<file path="src/hw/rtl/assert_macros.svh">
// ----------------------------------------------------------------------------
// Assertion macros
// Shared concurrent assertion helpers. They compile away when SYNTHESIS is set.
// ----------------------------------------------------------------------------
`ifndef ASSERT_MACROS_SVH
`define ASSERT_MACROS_SVH
`ifndef SYNTHESIS
// Property must hold at every clock edge outside reset.
`define PNQ_ASSERT(label, clk, rst_n, prop) \
    label: assert property (@(posedge clk) disable iff (!rst_n) (prop)) \
        else $error("%m: assertion failed");
// Expression must never be true outside reset.
`define PNQ_NEVER(label, clk, rst_n, expr) \
    label: assert property (@(posedge clk) disable iff (!rst_n) !(expr)) \
        else $error("%m: forbidden condition seen");
`else
`define PNQ_ASSERT(label, clk, rst_n, prop)
`define PNQ_NEVER(label, clk, rst_n, expr)
`endif
`endif

</file>
<file path="src/hw/rtl/pnq_pkg.sv">
// ----------------------------------------------------------------------------
// pnq_pkg
// Types and constants shared by the palette quantizer modules.
// ----------------------------------------------------------------------------
package pnq_pkg;

    // Palette geometry.
    localparam int PALETTE_ENTRIES = 256;
    localparam int LIMITED_ENTRIES = 224;
    localparam int LIMIT_LOW       = (LIMITED_ENTRIES < PALETTE_ENTRIES) ?
                                     LIMITED_ENTRIES : PALETTE_ENTRIES;
    localparam int IDX_W           = $clog2(PALETTE_ENTRIES);
    localparam int CNT_W           = $clog2(PALETTE_ENTRIES + 1);

    // Field widths.
    localparam int COLOR_W   = 8;
    localparam int ENTRY_W   = 3 * COLOR_W;
    localparam int SQ_W      = 2 * COLOR_W;
    localparam int DIST_W    = SQ_W + 4;
    localparam int CFG_IDX_W = 2;
    localparam int CFG_W     = 8;

    // Fixed values.
    localparam logic [COLOR_W-1:0] ALPHA_OPAQUE_MIN  = 8'd128;
    localparam logic [7:0]         TRANSPARENT_RESET = 8'd255;
    localparam logic               MODE_LOAD         = 1'b0;
    localparam logic               MODE_PIXEL        = 1'b1;

    // Configuration register indexes.
    typedef enum logic [CFG_IDX_W-1:0] {
        CFG_FULLBRIGHT    = 2'd0,
        CFG_TRANSPARENT   = 2'd1,
        CFG_PALETTE_VALID = 2'd2
    } cfg_idx_t;

    // Controller states.
    typedef enum logic [1:0] {
        ST_IDLE,
        ST_SCAN,
        ST_DRAIN,
        ST_FINISH
    } state_t;

    // Input item.
    typedef struct packed {
        logic               mode;
        logic [7:0]         entry_index;
        logic [COLOR_W-1:0] red;
        logic [COLOR_W-1:0] green;
        logic [COLOR_W-1:0] blue;
        logic [COLOR_W-1:0] alpha;
    } pnq_in_t;

    // Result item.
    typedef struct packed {
        logic [7:0] palette_index;
        logic       was_transparent;
    } pnq_out_t;

    // Pixel color held during a search.
    typedef struct packed {
        logic [COLOR_W-1:0] red;
        logic [COLOR_W-1:0] green;
        logic [COLOR_W-1:0] blue;
    } pnq_color_t;

    // Entry arriving from the palette memory.
    typedef struct packed {
        logic       vld;
        logic [7:0] idx;
    } pnq_probe_t;

    // Running search status.
    typedef struct packed {
        logic       busy;
        logic       found;
        logic [7:0] idx;
    } pnq_best_t;

endpackage

</file>
<file path="src/hw/rtl/pnq_dist.sv">
// ----------------------------------------------------------------------------
// pnq_dist
// Weighted color distance pipeline and running minimum tracker.
// ----------------------------------------------------------------------------
module pnq_dist (
    input  logic                           clk,
    input  logic                           rst_n,
    input  logic                           clear,
    input  pnq_pkg::pnq_probe_t            probe,
    input  logic [pnq_pkg::ENTRY_W-1:0]    entry,
    input  pnq_pkg::pnq_color_t            pixel,
    output pnq_pkg::pnq_best_t             best
);
    import pnq_pkg::*;

    logic [SQ_W-1:0]   dr2_reg, dg2_reg, db2_reg;
    logic [SQ_W-1:0]   dr2_next, dg2_next, db2_next;
    logic              s2_vld_reg;
    logic [7:0]        s2_idx_reg;
    logic [DIST_W-1:0] weighted_sum;
    logic [DIST_W-1:0] best_dist_reg, best_dist_next;
    logic              found_reg, found_next;
    logic [7:0]        best_idx_reg, best_idx_next;
    logic              take;

    // Absolute difference of two color channels.
    function automatic logic [COLOR_W-1:0] abs_diff(input logic [COLOR_W-1:0] a,
                                                    input logic [COLOR_W-1:0] b);
        return (a > b) ? (a - b) : (b - a);
    endfunction

    // Stage one: per-channel squared differences.
    always_comb
    begin
        logic [COLOR_W-1:0] dr, dg, db;
        dr       = abs_diff(entry[3*COLOR_W-1:2*COLOR_W], pixel.red);
        dg       = abs_diff(entry[2*COLOR_W-1:COLOR_W], pixel.green);
        db       = abs_diff(entry[COLOR_W-1:0], pixel.blue);
        dr2_next = SQ_W'(dr) * SQ_W'(dr);
        dg2_next = SQ_W'(dg) * SQ_W'(dg);
        db2_next = SQ_W'(db) * SQ_W'(db);
    end

    always_ff @(posedge clk)
    begin
        dr2_reg    <= dr2_next;
        dg2_reg    <= dg2_next;
        db2_reg    <= db2_next;
        s2_idx_reg <= probe.idx;
    end

    always_ff @(posedge clk or negedge rst_n)
    begin
        if (!rst_n)
        begin
            s2_vld_reg <= 1'b0;
        end
        else
        begin
            s2_vld_reg <= probe.vld;
        end
    end

    // Stage two: weighted sum 2*dr^2 + 4*dg^2 + 3*db^2 and compare.
    assign weighted_sum = (DIST_W'(dr2_reg) << 1) + (DIST_W'(dg2_reg) << 2)
                        + (DIST_W'(db2_reg) << 1) + DIST_W'(db2_reg);

    // A strict compare keeps the lowest index on a tie.
    assign take = s2_vld_reg && (!found_reg || (weighted_sum < best_dist_reg));

    always_comb
    begin
        found_next     = found_reg;
        best_idx_next  = best_idx_reg;
        best_dist_next = best_dist_reg;
        if (clear)
        begin
            found_next = 1'b0;
        end
        else if (take)
        begin
            found_next     = 1'b1;
            best_idx_next  = s2_idx_reg;
            best_dist_next = weighted_sum;
        end
    end

    always_ff @(posedge clk)
    begin
        best_idx_reg  <= best_idx_next;
        best_dist_reg <= best_dist_next;
    end

    always_ff @(posedge clk or negedge rst_n)
    begin
        if (!rst_n)
        begin
            found_reg <= 1'b0;
        end
        else
        begin
            found_reg <= found_next;
        end
    end

    assign best.busy  = s2_vld_reg;
    assign best.found = found_reg;
    assign best.idx   = best_idx_reg;

endmodule

</file>
<file path="config.mk">
export PLATFORM = sky130hd
export DESIGN_NAME = pnq_dist
export DESIGN_NICKNAME = d
export VERILOG_FILES = /design/src/hw/rtl/assert_macros.svh /design/src/hw/rtl/pnq_pkg.sv /design/src/hw/rtl/pnq_dist.sv
export SDC_FILE = /design/constraint.sdc
export NUM_CORES = 1
export LEC_CHECK = 0
export ABC_AREA = 1
export BUFFER_PORTS_ARGS = -buffer_cell sky130_fd_sc_hd__buf_4
export CAP_MARGIN = 25
export CORE_ASPECT_RATIO = 2
export CORE_MARGIN = 3
export CORE_UTILIZATION = 45
export CTS_CLUSTER_DIAMETER = 60
export DETAILED_ROUTE_END_ITERATION = 16
export GPL_ROUTABILITY_DRIVEN = 0
export GPL_TIMING_DRIVEN = 0
export SLEW_MARGIN = 20
export SYNTH_ARGS = -nofsm -noshare
export SYNTH_HDL_FRONTEND = slang
export SYNTH_SLANG_ARGS = --single-unit
</file>
<file path="constraint.sdc">
create_clock -name clk -period 9.23 [get_ports clk]
set_input_delay 1.3845 -clock clk [delete_from_list [all_inputs] [get_ports clk]]
set_output_delay 1.3845 -clock clk [all_outputs]
set_load 0.005 [all_outputs]
</file>
==> results_tabular.tex <==
\begin{tabular}{lr}
\hline
Metric & Value \\
\hline
\multicolumn{2}{l}{\textbf{Run status}} \\
\quad Run status & finished, final reports clean \\
\multicolumn{2}{l}{\textbf{Routing}} \\
\quad Iteration count of the initial detailed-routing pass & 5 \\
\quad Detailed-route DRC error count & 0 \\
\quad Average routed wire per standard cell & between 10 and 15 um \\
\quad Number of vias in the routed layout & 9306 \\
\quad Average vias per placed instance & 4.75 \\
\quad Wirelength, routed & 23600 um \\
\quad Final antenna-violating net count & 0 \\
\quad Number of violations reported at the end of detailed-routing iteration 0 & between 200 and 250 \\
\multicolumn{2}{l}{\textbf{Yosys}} \\
\quad Synthesized instance count & roughly 1500 \\
\quad Primary FF master, synth & dfxtp\_1 \\
\quad Fraction of the yosys area taken by sequential cells & 0.168 \\
\quad Seq cells post-synth & between 80 and 90 \\
\quad Number of synthesized flops with an enable pin & 28 \\
\quad Async set-reset flop share out of synthesis & 0.0241 \\
\quad Most common cell in the synthesized netlist & inv\_1 \\
\quad Summed instance area of the synthesized netlist & $\sim$0.012 mm\^{}2 \\
\quad Biggest area consumer among synthesized cells & fa\_1 \\
\quad Post-synthesis cell type count & between 40 and 50 \\
\quad Average instance area after synthesis & approximately 7.6 um\^{}2 \\
\quad Top area cells in the synthesized netlist & fa\_1 19\%, ha\_1 18\%, inv\_1 12\% \\
\quad Total number of yosys warnings & 0 \\
\quad Commonest cells post-synth & 371 x inv\_1, 322 x nand2\_1, 170 x ha\_1, 109 x fa\_1, 109 x nor2\_1 \\
\quad Share of the synthesized area in the top cell type & 0.188 \\
\multicolumn{2}{l}{\textbf{Place}} \\
\quad Post-DP HPWL & about 21000 um \\
\quad Port Buf Inserts & 69 \\
\quad Placed cell count & 1944 \\
\multicolumn{2}{l}{\textbf{Global route}} \\
\quad Global-route wire length before repair & around 41000 um \\
\quad Total global-route track usage & 0.178 \\
\quad Met3 track demand over resource in global routing & 0.0133 \\
\quad Most used routing layer & met2 \\
\quad Largest net degree at the start of global routing & 19 \\
\quad Total gr overflow & 0 \\
\quad Number of antenna violations at the first check in global routing & 0 \\
\quad Via count of the first global-routing pass & around 9700 \\
\quad Met2 usage & 0.382 \\
\quad Met1 capacity usage during global routing & 0.166 \\
\multicolumn{2}{l}{\textbf{Finish}} \\
\quad Flip-flop count of the largest register after layout & 20 \\
\quad Final core utilization & 0.512 \\
\quad Number of non-filler instances in the completed layout & 1960 \\
\quad Antenna diode instance count & 0 \\
\quad Layout cells sized above 1 & 0.107 \\
\quad Fillcell total & 2645 \\
\quad Area Overhead vs Synth & 11.1\% \\
\quad Count of nets after finishing & 1958 \\
\multicolumn{2}{l}{\textbf{Timing}} \\
\quad Worst hold slack & 0.405 ns \\
\quad Highest clock frequency the design can meet & between 0.1 and 0.15 GHz \\
\quad Final worst-path cycle share & 0.724 \\
\quad Slew at the pin closest to its max-slew limit & $\sim$0.53 ns \\
\quad Final critical path time including I/O delays and setup & roughly 6.7 ns \\
\quad Setup repair after global routing missed its margin & false \\
\quad Final number of max-transition violations & 0 \\
\quad Setup Skew & $\sim$0.011 ns \\
\quad Max\_slew headroom & 0.644 \\
\quad Setup-violating endpoint count in the final report & 0 \\
\quad Final hold violations & 0 \\
\quad Setup\_tns & 0 ns \\
\multicolumn{2}{l}{\textbf{Setup path}} \\
\quad Arrival time at the worst endpoint & 6.92 ns \\
\quad Largest stage delay on the critical path & about 0.54 ns \\
\quad Cell occurring most often along the worst timing path & nand2\_1 \\
\quad WP buf/inv & 6 \\
\quad Category of cells accounting for the largest share of critical-path delay & adder cells \\
\quad Type of the worst setup path & in -> reg \\
\quad Data required time at the worst endpoint & 9.47 ns \\
\quad Endpoint type of the worst setup path & flip-flop \\
\quad Worst Setup Start Kind & input pin \\
\quad Slowest cell on the critical path & fa\_1 \\
\quad Top fanout value on the critical path & 9 \\
\multicolumn{2}{l}{\textbf{Clock tree}} \\
\quad Number of buffers on the longest clock path & 2 \\
\quad CTS tree & yes \\
\quad Number of hold buffers added after cts & 0 \\
\quad Number of CTS-inserted buffers & 9 \\
\quad CTS HTree Levels & 3 \\
\quad Clk pin slew, worst setup/hold paths & around 0.070 ns \\
\quad Number of buffers added for setup after CTS & 0 \\
\quad Clock root buffer master & clkbuf\_16 \\
\quad Worst-Skew Late Latency & between 0.3 and 0.4 ns \\
\quad Clock sink count & between 80 and 90 \\
\quad Number of gates given a new drive strength after cts & 0 \\
\multicolumn{2}{l}{\textbf{Min path}} \\
\quad Hold Path Class & reg -> reg \\
\multicolumn{2}{l}{\textbf{Floorplanning}} \\
\quad Initial cell density of the core & 0.461 \\
\quad Vertical die dimension & between 200 and 250 um \\
\quad Die width & about 120 um \\
\quad Overall die area & 0.0279 mm\^{}2 \\
\quad I/O pin count & 70 \\
\quad Std-Cell Rows & between 80 and 90 \\
\quad Core Box Area & 0.0252 mm\^{}2 \\
\multicolumn{2}{l}{\textbf{Job}} \\
\quad Maximum capacitance violations & 0 \\
\hline
\end{tabular}
==> placed cells by master, fill, tap and decap left out, types with 4 or more instances in the layout <==
cell type	instances
xor2_1	37
dfxtp_1	53
nor2_2	13
clkbuf_16	10
nand3_1	70
o21ai_1	5
a21oi_1	71
nor2_1	109
inv_2	14
buf_2	7
fa_1	109
or2_2	4
buf_4	71
xnor2_1	25
edfxtp_1	28
nand4_1	13
nand2_2	22
o21bai_1	9
nand2_1	322
nand2_4	13
o21ai_0	26
nor3_1	4
ha_1	170
inv_1	371
a21o_1	5
==> cells by family after synthesis <==
kind of cell | after synthesis | synth area share
XOR/XNOR | 62 | 0.0467
AO/OA/AOI/OAI | 133 | 0.0648
AND/OR/NAND/NOR | 578 | 0.218
flip-flops | 83 | 0.168
other | 2 | 0.000645
adder cells (fa/ha/maj) | 279 | 0.370
buffers and inverters | 400 | 0.132
==> metrics by stage <==
| stage | cell area (um^2) | worst slack, ns |
|---|---|---|
| final | 12900 | 2.55 |
| after global placement | 12600 | 2.14 |
| after global routing | 12900 | 1.98 |
| after floorplan | 11600 | 2.98 |
| after CTS | 12900 | 2.51 |
| after detailed placement | 12600 | 2.15 |
==> final timing paths <==
check / slack (ns) / startpoint / cells after the start / end
setup / recovery: 2.55 / entry[0] / 28 / db2_reg[13]
hold / removal: 0.41 / s2_idx_reg[5] / 0 / best_idx_reg[5]
setup reg to reg: 4.49 / dg2_reg[2] / 18 / best_idx_reg[2]
hold reg to reg: 0.41 / s2_idx_reg[5] / 0 / best_idx_reg[5]
max in group asynchronous: 8.33 / rst_n / 1 / s2_vld_reg
min in group asynchronous: 0.80 / rst_n / 1 / found_reg
==> metal layers <==
metal | wire length, um | vias up | share of wire
met2 | 14000 | 116 | 0.59
li1 | - | 4819 | -
met5 | 0 | - | 0
met1 | 8410 | 4327 | 0.36
met3 | 375 | 44 | 0.016
met4 | 827 | 0 | 0.035
==> cell type report <==
| type | count | area, um^2 | area share |
|---|---|---|---|
| multi-input combinational | 1055 | 8170 | 0.632 |
| clock buffer | 11 | 264 | 0.0204 |
| inverter | 389 | 1470 | 0.114 |
| buffer | 11 | 57.6 | 0.00445 |
| timing repair buffer | 70 | 546 | 0.0422 |
| clock inverter | 5 | 42.5 | 0.00329 |
| sequential | 83 | 1950 | 0.151 |
| tap | 336 | 420 | 0.0325 |
Power is not shown: default switching activity piles up to over one toggle a cycle in this logic, so the estimate is an artifact.
